$ cat config.mk
export PLATFORM = sky130hd
export DESIGN_NAME = lorenz_seq
export DESIGN_NICKNAME = d
export VERILOG_FILES = /design/src/hw/rtl/lorenz_pkg.sv /design/src/hw/rtl/lorenz_seq.sv
export SDC_FILE = /design/constraint.sdc
export NUM_CORES = 1
export LEC_CHECK = 0
export ABC_AREA = 0
export BUFFER_PORTS_ARGS = -buffer_cell sky130_fd_sc_hd__buf_4
export CAP_MARGIN = 20
export CORE_AREA = 2 2 39 41
export CTS_BUF_LIST = sky130_fd_sc_hd__clkbuf_8
export CTS_CLUSTER_DIAMETER = 40
export DETAILED_ROUTE_END_ITERATION = 8
export DIE_AREA = 0 0 41 43
export GPL_TIMING_DRIVEN = 0
export PLACE_DENSITY = 0.79
export REMOVE_ABC_BUFFERS = 1
export SLEW_MARGIN = 10
export SYNTH_ARGS = -nofsm -noshare
export SYNTH_HDL_FRONTEND = slang
export SYNTH_SLANG_ARGS = --single-unit
$ cat constraint.sdc
create_clock -name clk_i -period 4.05 [get_ports clk_i]
set_clock_uncertainty 0.2 [all_clocks]
set_input_delay 0 -clock clk_i [delete_from_list [all_inputs] [get_ports clk_i]]
set_output_delay 0 -clock clk_i [all_outputs]
set_load 0.005 [all_outputs]
$ cat src/hw/rtl/lorenz_pkg.sv
// ----------------------------------------------------------------------------
// Lorenz stepper package
// Fixed-point constants, datapath codes, the control word layout and the
// microcode program of the Lorenz Euler stepper.
// ----------------------------------------------------------------------------
`default_nettype none

package lorenz_pkg;

  localparam int unsigned FRAC_BITS = 16;
  localparam int unsigned DATA_W    = 32;
  localparam int unsigned PROD_W    = 2 * DATA_W;
  localparam int unsigned STEP_W    = 10;
  localparam int unsigned RUN_W     = 11;
  localparam int unsigned CFG_IDX_W = 3;

  localparam longint unsigned ONE_Q = 64'd1 << FRAC_BITS;
  // dt = 0.01, rounded to the nearest fixed-point code.
  localparam logic signed [DATA_W-1:0] DT_Q = DATA_W'((ONE_Q + 50) / 100);

  localparam logic signed [DATA_W-1:0] MAX_Q = {1'b0, {(DATA_W-1){1'b1}}};
  localparam logic signed [DATA_W-1:0] MIN_Q = {1'b1, {(DATA_W-1){1'b0}}};

  localparam logic [RUN_W-1:0] MAX_RUN = RUN_W'(1024);

  // Reset values of the configuration registers.
  localparam logic signed [DATA_W-1:0] SIGMA_RST   = DATA_W'(10 * ONE_Q);
  localparam logic signed [DATA_W-1:0] RHO_RST     = DATA_W'(28 * ONE_Q);
  localparam logic signed [DATA_W-1:0] BETA_RST    = DATA_W'((8 * ONE_Q + 1) / 3);
  localparam logic signed [DATA_W-1:0] START_RST   = DATA_W'(ONE_Q);
  localparam logic [RUN_W-1:0]         RUN_LEN_RST = RUN_W'(10);

  typedef enum logic [CFG_IDX_W-1:0] {
    CFG_SIGMA      = 3'd0,
    CFG_RHO        = 3'd1,
    CFG_BETA       = 3'd2,
    CFG_START_X    = 3'd3,
    CFG_START_Y    = 3'd4,
    CFG_START_Z    = 3'd5,
    CFG_RUN_LENGTH = 3'd6
  } cfg_idx_e;

  // Operand sources of the datapath.
  typedef enum logic [3:0] {
    SRC_X     = 4'd0,
    SRC_Y     = 4'd1,
    SRC_Z     = 4'd2,
    SRC_T0    = 4'd3,
    SRC_T1    = 4'd4,
    SRC_T2    = 4'd5,
    SRC_T3    = 4'd6,
    SRC_SIGMA = 4'd7,
    SRC_RHO   = 4'd8,
    SRC_BETA  = 4'd9,
    SRC_DT    = 4'd10
  } src_e;

  // Writable registers of the datapath.
  typedef enum logic [2:0] {
    DST_X  = 3'd0,
    DST_Y  = 3'd1,
    DST_Z  = 3'd2,
    DST_T0 = 3'd3,
    DST_T1 = 3'd4,
    DST_T2 = 3'd5,
    DST_T3 = 3'd6
  } dst_e;

  typedef enum logic {
    ALU_ADD = 1'b0,
    ALU_SUB = 1'b1
  } alu_op_e;

  // WAIT_IN holds until an input beat, DONE holds until the output slot is free.
  typedef enum logic [1:0] {
    JMP_NEXT    = 2'd0,
    JMP_WAIT_IN = 2'd1,
    JMP_DONE    = 2'd2
  } jump_e;

  // Datapath control: one multiply slot and one add/subtract slot per cycle.
  typedef struct packed {
    logic    mul_en;
    src_e    mul_a;
    src_e    mul_b;
    dst_e    mul_dst;
    logic    alu_en;
    alu_op_e alu_op;
    src_e    alu_a;
    src_e    alu_b;
    dst_e    alu_dst;
  } ctrl_t;

  typedef struct packed {
    ctrl_t ctrl;
    jump_e jump;
  } uword_t;

  // Sequencer status seen by the top level.
  typedef struct packed {
    logic in_ready;
    logic done;
  } seq_stat_t;

  localparam int unsigned UC_DEPTH = 10;
  localparam int unsigned UC_AW    = $clog2(UC_DEPTH);
  localparam logic [UC_AW-1:0] UC_ENTRY = UC_AW'(0);

  function automatic uword_t uw(input logic mul_en, input src_e mul_a, input src_e mul_b,
                                input dst_e mul_dst, input logic alu_en,
                                input alu_op_e alu_op, input src_e alu_a,
                                input src_e alu_b, input dst_e alu_dst,
                                input jump_e jump);
    uword_t w;
    w.ctrl.mul_en  = mul_en;
    w.ctrl.mul_a   = mul_a;
    w.ctrl.mul_b   = mul_b;
    w.ctrl.mul_dst = mul_dst;
    w.ctrl.alu_en  = alu_en;
    w.ctrl.alu_op  = alu_op;
    w.ctrl.alu_a   = alu_a;
    w.ctrl.alu_b   = alu_b;
    w.ctrl.alu_dst = alu_dst;
    w.jump         = jump;
    return w;
  endfunction

  // The step program. T0..T3 are scratch; X, Y, Z are only overwritten once
  // every product that needs the old point has been formed.
  function automatic uword_t ucode(input logic [UC_AW-1:0] addr);
    uword_t w;
    case (addr)
      4'd0: w = uw(1'b0, SRC_X, SRC_X, DST_T0, 1'b0, ALU_ADD, SRC_X, SRC_X, DST_T0,
                   JMP_WAIT_IN);
      // T0 = y - x, T2 = x*y
      4'd1: w = uw(1'b1, SRC_X, SRC_Y, DST_T2, 1'b1, ALU_SUB, SRC_Y, SRC_X, DST_T0,
                   JMP_NEXT);
      // T1 = rho - z, T3 = beta*z
      4'd2: w = uw(1'b1, SRC_BETA, SRC_Z, DST_T3, 1'b1, ALU_SUB, SRC_RHO, SRC_Z, DST_T1,
                   JMP_NEXT);
      // T0 = sigma*(y - x), T2 = x*y - beta*z
      4'd3: w = uw(1'b1, SRC_SIGMA, SRC_T0, DST_T0, 1'b1, ALU_SUB, SRC_T2, SRC_T3, DST_T2,
                   JMP_NEXT);
      // T1 = x*(rho - z)
      4'd4: w = uw(1'b1, SRC_X, SRC_T1, DST_T1, 1'b0, ALU_ADD, SRC_X, SRC_X, DST_T0,
                   JMP_NEXT);
      // T0 = dt*fx, T1 = x*(rho - z) - y
      4'd5: w = uw(1'b1, SRC_DT, SRC_T0, DST_T0, 1'b1, ALU_SUB, SRC_T1, SRC_Y, DST_T1,
                   JMP_NEXT);
      // T1 = dt*fy, x += dt*fx
      4'd6: w = uw(1'b1, SRC_DT, SRC_T1, DST_T1, 1'b1, ALU_ADD, SRC_X, SRC_T0, DST_X,
                   JMP_NEXT);
      // T2 = dt*fz, y += dt*fy
      4'd7: w = uw(1'b1, SRC_DT, SRC_T2, DST_T2, 1'b1, ALU_ADD, SRC_Y, SRC_T1, DST_Y,
                   JMP_NEXT);
      // z += dt*fz
      4'd8: w = uw(1'b0, SRC_X, SRC_X, DST_T0, 1'b1, ALU_ADD, SRC_Z, SRC_T2, DST_Z,
                   JMP_NEXT);
      4'd9: w = uw(1'b0, SRC_X, SRC_X, DST_T0, 1'b0, ALU_ADD, SRC_X, SRC_X, DST_T0,
                   JMP_DONE);
      default: w = uw(1'b0, SRC_X, SRC_X, DST_T0, 1'b0, ALU_ADD, SRC_X, SRC_X, DST_T0,
                      JMP_DONE);
    endcase
    return w;
  endfunction

  // Saturate a 33-bit sum to the 32-bit signed range.
  function automatic logic signed [DATA_W-1:0] sat_sum(input logic signed [DATA_W:0] v);
    logic signed [DATA_W-1:0] r;
    if (v[DATA_W] != v[DATA_W-1]) begin
      r = v[DATA_W] ? MIN_Q : MAX_Q;
    end else begin
      r = v[DATA_W-1:0];
    end
    return r;
  endfunction

  // Saturate a shifted product to the 32-bit signed range.
  function automatic logic signed [DATA_W-1:0] sat_prod(input logic signed [PROD_W-1:0] v);
    logic signed [DATA_W-1:0] r;
    if ((&v[PROD_W-1:DATA_W-1]) || !(|v[PROD_W-1:DATA_W-1])) begin
      r = v[DATA_W-1:0];
    end else begin
      r = v[PROD_W-1] ? MIN_Q : MAX_Q;
    end
    return r;
  endfunction

endpackage

`default_nettype wire

$ cat src/hw/rtl/lorenz_seq.sv
// ----------------------------------------------------------------------------
// Lorenz microcode sequencer
// Program counter over the microcode table. Issues one control word per
// cycle and holds on the input-wait and output-wait words.
// ----------------------------------------------------------------------------
`default_nettype none

module lorenz_seq (
  input  wire                 clk_i,
  input  wire                 rst_ni,
  input  wire                 in_valid_i,
  input  wire                 out_free_i,
  output lorenz_pkg::ctrl_t   ctrl_o,
  output lorenz_pkg::seq_stat_t stat_o
);
  import lorenz_pkg::*;

  logic [UC_AW-1:0] pc_q, pc_d;
  uword_t           word;
  logic             exec;

  assign word = ucode(pc_q);

  always_comb begin
    pc_d            = pc_q;
    exec            = 1'b0;
    stat_o.in_ready = 1'b0;
    stat_o.done     = 1'b0;
    case (word.jump)
      JMP_WAIT_IN: begin
        stat_o.in_ready = 1'b1;
        if (in_valid_i) begin
          pc_d = pc_q + UC_AW'(1);
        end
      end
      JMP_NEXT: begin
        exec = 1'b1;
        pc_d = pc_q + UC_AW'(1);
      end
      JMP_DONE: begin
        if (out_free_i) begin
          exec        = 1'b1;
          stat_o.done = 1'b1;
          pc_d        = UC_ENTRY;
        end
      end
      default: begin
        pc_d = UC_ENTRY;
      end
    endcase
  end

  // Slot enables only fire when the word actually executes.
  always_comb begin
    ctrl_o        = word.ctrl;
    ctrl_o.mul_en = word.ctrl.mul_en & exec;
    ctrl_o.alu_en = word.ctrl.alu_en & exec;
  end

  always_ff @(posedge clk_i or negedge rst_ni) begin
    if (!rst_ni) begin
      pc_q <= UC_ENTRY;
    end else begin
      pc_q <= pc_d;
    end
  end

endmodule

`default_nettype wire

==> impl_metrics.csv, run 1 <==
group,metric,value,unit
status,status,"completed",
logic_synthesis,synth.area.mux_share,5.042,%
detailed_routing,vias_per_cell,5.039,
logic_synthesis,ys_seq_area_share,16.81,%
final_layout,layout-drive-gt1-share,28.83,%
worst_setup_path,crit_slowest_cell,"dfrtp_1",
flow_run,drv_cap,0,
logic_synthesis,yosysWarnings,0,
worst_setup_path,path_class,"reg2out",
floorplan,ios,31,
detailed_routing,dr_total_vias,640,
floorplan,die_w,41,µm
sta,fin_tns_setup,0,ps
global_routing,grt_max_degree,32,
clock_network,clkTransAtPathRegs,30,ps
worst_setup_path,critPathLaunchType,"flop",
logic_synthesis,syn_area,595.6,µm²
detailed_routing,drcViolationCount,0,
placement,globalplace.congestion,0.8283,
detailed_routing,wirelength,1469,µm
clock_network,cts_setup_buffers,0,
worst_setup_path,startpoint,"pc_q[0]",
clock_network,htree_levels,1,
clock_network,clock_sinks,4,
sta,hold_viol_final,0,
sta,drv_slew,0,
detailed_routing,ant_nets,0,
min_path,min_from,"out_free_i",
logic_synthesis,ys_types,27,
sta,rsz0062_at_grt,"false",
floorplan,die_h,43,µm
final_layout,nets,123,
worst_setup_path,cp_num_buf_inv,2,
worst_setup_path,cpPeakStageDelay,490,ps
clock_network,tritoncts,"done",
sta,post-route-period-util,55.30,%
clock_network,numCtsBuffers,3,
detailed_routing,drt_first_pass_iters,4,
logic_synthesis,synth-simple-area-share,30.25,%
clock_network,clk-insertion-delay-late,210,ps
global_routing,grt_overflow,0,
min_path,hold_path_depth,4,
floorplan,initial_core_util,43.04,%
worst_setup_path,crit_chain,"inv_1 > ha_1 > nor2b_1 > nand2_1 > o21ai_0 > buf_4",
floorplan,core,0.001384,mm²
logic_synthesis,synth_top_family_by_area,"simple AND/OR/NAND/NOR gates",
worst_setup_path,cp.arrival,2040,ps
logic_synthesis,ys.flop_type,"dfrtp_1",
final_layout,antenna_cells,0,
clock_network,cts_buffer_depth,2,
global_routing,grt_pass1_wl,2318,µm
clock_network,root_buffer,"clkbuf_8",
final_layout,nFillCells,140,
logic_synthesis,yosysTopAreaCellShare,16.81,%
sta,whs,477.4,ps
logic_synthesis,synth_compound_area_share,19.33,%
power_and_ir_drop,irDropWorstVdd,0.4324,mV
worst_setup_path,crit_required,3850,ps
logic_synthesis,ys_ff_latch,4,
final_layout,area_delta_synth_final,43.70,%
floorplan,die_area,0.001763,mm²
power_and_ir_drop,p_leak,0.4461,nW
global_routing,grt_usage,18.73,%
logic_synthesis,syn_avg_cell_area,7.090,µm²
worst_setup_path,r2r-start,"pc_q[0]",
worst_setup_path,cp_num_cells,6,
global_routing,antenna_found_initial,0,
detailed_routing,drt_iter0_drc,10,
logic_synthesis,synth_area_leaders,"dfrtp_1, ha_1, nand2_1, a21oi_1, mux2i_1",
floorplan,num_rows,14,
min_path,worstHoldPathType,"in2reg",
logic_synthesis,synthTopCellsByCount,"nand2_1, a21oi_1, ha_1, nor2_1, o21ai_0",
final_layout,reg_top3,"pc_q x4",
logic_synthesis,synthArstFlopShare,100.0,%
logic_synthesis,synth_most_common_cell,"nand2_1",
detailed_routing,routedWlPerCell,11.57,µm
logic_synthesis,yosysTopAreaCell,"dfrtp_1",
final_layout,largest_register_ffs,4,
final_layout,top_register,"pc_q",
placement,port_buffers,28,
min_path,hold_end,"pc_q[3]",
placement,hpwlAfterDp,1031,µm
sta,setup_viol,0,
worst_setup_path,worst_setup_path_end_kind,"output port",
worst_setup_path,timing.rr.end,"pc_q[1]",
worst_setup_path,reg2reg_slack,1940,ps
logic_synthesis,synthXorXnorAreaFrac,2.941,%
worst_setup_path,critPathTopFamily,"simple AND/OR/NAND/NOR gates",
worst_setup_path,rr_worst_depth,5,
sta,worstMarginPinSlew,851.7,ps
logic_synthesis,netlist_instances,84,
logic_synthesis,synth_edf_count,0,
sta,slew_headroom,43.22,%
sta,post-route-min-period,2240,ps
sta,fmax,446.5,MHz
logic_synthesis,yosys.area_share.adder,12.61,%
global_routing,grt_pass1_vias,544,
power_and_ir_drop,power_density,880.7,mW/mm²
worst_setup_path,crit_path_max_fanout,10,
[cells by family (layout without fill, tap and decap cells)]
group           after synthesis  count (layout)
other cells                   1               2
buf+inv                      14              40
compound gates               19              19
xor+xnor                      2               2
mux                           3               3
fa+ha+maj                     6               6
flops                         4               4
simple gates                 35              35
[worst register-to-register path, delay by kind of cell (launching register included)]
| kind | cells | cell delay (ps) |
|---|---|---|
| adders and majority gates | 1 | 310 |
| AOI/OAI and AO/OA | 1 | 220 |
| buffers and inverters | 1 | 190 |
| DFF | 1 | 540 |
| and+or+nand+nor | 2 | 550 |
[placed cells by master (no fill, tap or decap), drive strengths merged]
master / Yosys / layout
a21o: 1 / 1
a21oi: 7 / 7
a32o: 1 / 1
a32oi: 1 / 1
and2: 2 / 2
and3: 2 / 2
buf: 9 / 28
clkbuf: 0 / 3
conb: 1 / 2
dfrtp: 4 / 4
dlygate4sd3: 0 / 4
ha: 6 / 6
inv: 5 / 5
mux2i: 3 / 3
nand2: 11 / 11
nand2b: 4 / 4
nor2: 6 / 6
nor2b: 3 / 3
nor3: 3 / 3
nor3b: 2 / 2
o211ai: 1 / 1
o21a: 1 / 1
o21ai: 6 / 6
o22a: 1 / 1
or3: 2 / 2
xnor2: 1 / 1
xor2: 1 / 1
[metrics by stage]
| step | util [%] | cells | setup slack [ps] | cell area [µm²] | total power (W) |
|---|---|---|---|---|---|
| after floorplan | - | 76 | 2229 | 544.3 | 0.0003830 |
| after global placement | 55.97 | 120 | 2009 | 774.5 | 0.0006580 |
| after detailed placement | 55.97 | 120 | 1937 | 774.5 | 0.0006729 |
| after CTS | 61.84 | 127 | 1815 | 855.8 | 0.0007615 |
| after global routing | 61.84 | 127 | 1627 | 855.8 | 0.0008329 |
| final | 61.84 | 127 | 1810 | 855.8 | 0.0007537 |
[power by group]
group / internal [W] / total [W] / switching, W
Combinational: 0.000321 / 0.000557 / 0.000236
Sequential: 0.0000563 / 0.000115 / 0.0000590
Clock: 0.0000631 / 0.0000817 / 0.0000185
Total: 0.000441 / 0.000754 / 0.000313
[what timing repair did]
| item | 4_1_cts | 5_1_grt |
|---|---|---|
| hold endpoints to repair | 8 | 0 |
| hold buffers | 4 | 0 |
| resized for setup | 0 | 0 |
[metal layers]
layer  routed length [µm]  vias up  track usage [%]
met5                    0        -                0
met4                    0        0            8.667
met3                   94        0            2.618
met2                  719       26            29.38
met1                  654      279            24.03
li1                     -      335                -
[worst max path at each step]
stage                endpoint  slack (ps)
floorplan             pc_q[1]        2230
global placement      pc_q[1]        2010
detailed placement    pc_q[1]        1940
CTS                 ctrl_o[5]        1820
global route        ctrl_o[5]        1630
finish              ctrl_o[5]        1810
[area by class of cell]
class	instances	area (µm²)	share of cell area, %
inverter	5	18.77	2.193
multi-input combinational	67	425.4	49.71
tap	16	20.02	2.339
timing repair buffer	32	250.2	29.24
clock buffer	3	41.29	4.825
sequential	4	100.1	11.70
(Power assumes the default switching activity.)
==> run 2: changes to the inputs <==
--- a/config.mk
+++ b/config.mk
@@ -8,13 +8,12 @@
 export ABC_AREA = 0
 export BUFFER_PORTS_ARGS = -buffer_cell sky130_fd_sc_hd__buf_4
 export CAP_MARGIN = 20
-export CORE_AREA = 2 2 39 41
+export CORE_UTILIZATION = 41
 export CTS_BUF_LIST = sky130_fd_sc_hd__clkbuf_8
 export CTS_CLUSTER_DIAMETER = 40
 export DETAILED_ROUTE_END_ITERATION = 8
-export DIE_AREA = 0 0 41 43
 export GPL_TIMING_DRIVEN = 0
-export PLACE_DENSITY = 0.79
+export PLACE_DENSITY = 0.77
 export REMOVE_ABC_BUFFERS = 1
 export SLEW_MARGIN = 10
 export SYNTH_ARGS = -nofsm -noshare
==> constraint.sdc (replaced) <==
create_clock -name clk_i -period 1.94 [get_ports clk_i]
set_clock_uncertainty 0.2 [all_clocks]
set_input_delay 0 -clock clk_i [delete_from_list [all_inputs] [get_ports clk_i]]
set_output_delay 0 -clock clk_i [all_outputs]
set_load 0.005 [all_outputs]
==> run 2 against run 1 <==
  * First-iteration DRC count down 40%
  * Die area down 8.7%
  * Setup slack worse by 1700 ps
  * Count of clock-buffer cells in the layout unchanged
  * Global-route usage up 1.5 points
  * Sequential power up 97%
  * Core utilization up 5.5 points
  * Via count up 2.7%
  * Total power up 120%
  * Critical endpoint is now ctrl_o[12]
  * Largest cell class unchanged
  * Largest power group unchanged
==> impl_metrics.csv, run 2 (synthesized netlist as in run 1, its figures left out) <==
group,metric,value,unit
sta,fmax,554.3,MHz
sta,drv_slew,0,
detailed_routing,wirelength,1537,µm
detailed_routing,dr_total_vias,657,
final_layout,final_common_cell,"buf_4",
floorplan,die_w,40.12,µm
final_layout,top_register,"pc_q",
placement,hpwlAfterDp,1047,µm
power_and_ir_drop,power_frac_comb,76.4,%
sta,hold_viol_final,0,
final_layout,antenna_cells,0,
sta,post-route-period-util,93.00,%
detailed_routing,routedWlPerCell,11.82,µm
detailed_routing,drt_first_pass_iters,3,
final_layout,stdcell_area,898.4,µm²
detailed_routing,drt_iter0_drc,6,
power_and_ir_drop,p_leak,0.4607,nW
clock_network,cts_buffer_depth,2,
power_and_ir_drop,power_frac_seq,13.5,%
clock_network,clkTransAtPathRegs,30,ps
worst_setup_path,cp.arrival,1600,ps
final_layout,largest_register_ffs,4,
clock_network,tritoncts,"done",
clock_network,clk-insertion-delay-late,210,ps
power_and_ir_drop,internal-power,0.0009961,W
clock_network,numCtsBuffers,3,
floorplan,core,0.001334,mm²
power_and_ir_drop,sw_frac_of_total,40.75,%
floorplan,ios,31,
sta,rsz0062_at_grt,"false",
floorplan,num_rows,13,
detailed_routing,vias_per_cell,5.054,
clock_network,root_buffer,"clkbuf_8",
worst_setup_path,critPathLaunchType,"flop",
min_path,worstHoldPathType,"in2reg",
final_layout,area_delta_synth_final,50.84,%
global_routing,grt_usage,20.23,%
final_layout,nets,127,
floorplan,die_area,0.001609,mm²
placement,globalplace.congestion,0.8015,
global_routing,antenna_found_initial,0,
power_and_ir_drop,switching_power,0.0006850,W
sta,fin_tns_setup,0,ps
detailed_routing,ant_nets,0,
floorplan,die_h,40.12,µm
final_layout,layout-drive-gt1-share,37.39,%
clock_network,htree_levels,1,
placement,port_buffers,28,
clock_network,clock_sinks,4,
final_layout,mostFrequentLayoutCells,"buf_4, nand2_1, a21oi_1, nor2_1",
status,status,"completed",
flow_run,drv_cap,0,
global_routing,grt_pass1_vias,476,
power_and_ir_drop,irDropWorstVdd,0.9465,mV
worst_setup_path,worst_setup_path_end_kind,"output port",
detailed_routing,drcViolationCount,0,
worst_setup_path,crit_required,1740,ps
global_routing,grt_overflow,0,
placement,detailed_place.area,773.2,µm²
worst_setup_path,path_class,"reg2out",
floorplan,initial_core_util,44.65,%
final_layout,nFillCells,126,
global_routing,grt_max_degree,32,
global_routing,grt_pass1_wl,2159,µm
sta,setup_viol,0,
worst_setup_path,reg2reg_slack,210,ps
power_and_ir_drop,power_density,1871,mW/mm²
final_layout,reg_top3,"pc_q x4",
sta,post-route-min-period,1804,ps
power_and_ir_drop,clockPowerShare,10.2,%
power_and_ir_drop,total_power,0.001681,W
worst_setup_path,crit_path_max_fanout,7,
-- run 2: cell types whose count changed in the layout (fill, tap and decap cells not counted) --
cell / before / now
dfrtp_1: 4 / 1
nor2b_1: 3 / 2
inv_2: 0 / 2
o21ai_1: 0 / 1
nor2b_4: 0 / 1
o21ai_0: 6 / 5
ha_1: 6 / 5
dfrtp_2: 0 / 3
ha_2: 0 / 1
buf_4: 28 / 32
inv_1: 5 / 3
-- run 2: final timing paths --
path,start,to,cells after the start
max,pc_q[1],ctrl_o[12],6
min,out_free_i,pc_q[3],4
max reg2reg,pc_q[0],pc_q[2],5
min reg2reg,pc_q[1],pc_q[3],1
max in group asynchronous,rst_ni,pc_q[0],3
min in group asynchronous,rst_ni,pc_q[1],3
-- run 2: through the flow --
step	instances	setup slack [ps]	hold slack (ps)	util [%]
after floorplan	76	118.8	-495.6	-
after global placement	119	-101.3	-404.8	57.97
after detailed placement	119	-133.5	-403.9	57.97
after CTS	126	27.20	465.0	64.92
after global routing	130	50.26	482.0	67.35
final	130	135.9	470.1	67.35
-- run 2: critical path, cell delays in order (launching register included) --
cell and delay (ps):
dfrtp_1 470, inv_2 60, ha_2 210, nor2b_4 150, or3_1 320, nand2_1 70, buf_4 110
-- run 2: power groups by stage --
stage	logic [W]	registers, W	clock network [W]
2_1_floorplan	0.000593	0.000206	0
3_3_place_gp	0.00114	0.000234	0
3_5_place_dp	0.00117	0.000238	0
4_1_cts	0.00120	0.000245	0.000177
5_1_grt	0.00144	0.000234	0.000182
6_report	0.00128	0.000226	0.000171
-- run 2: what timing repair did --
action | CTS | global route
gates resized for setup | 6 | 3
endpoints found under the setup margin | 9 | 8
hold buffers | 4 | 0
setup buffers | 0 | 4
hold endpoints to repair | 7 | 0
-- run 2: layer usage --
metal / up-vias / wire length, µm / global-route usage, % / share of wire (%)
met2: 20 / 789 / 33.87 / 51
met5: - / 0 / 0 / 0
met1: 295 / 675 / 26.60 / 44
met4: 0 / 0 / 10.34 / 0
li1: 342 / - / - / -
met3: 0 / 72 / 0 / 4.7
-- run 2: final cells by class --
cell class	count	area (µm²)	area share, %
inverters	5	18.77	2.089
flip-flops and latches	4	103.9	11.56
multi-input cells	67	435.4	48.47
well taps	15	18.77	2.089
clock buffers	3	41.29	4.596
repair buffers	36	280.3	31.20
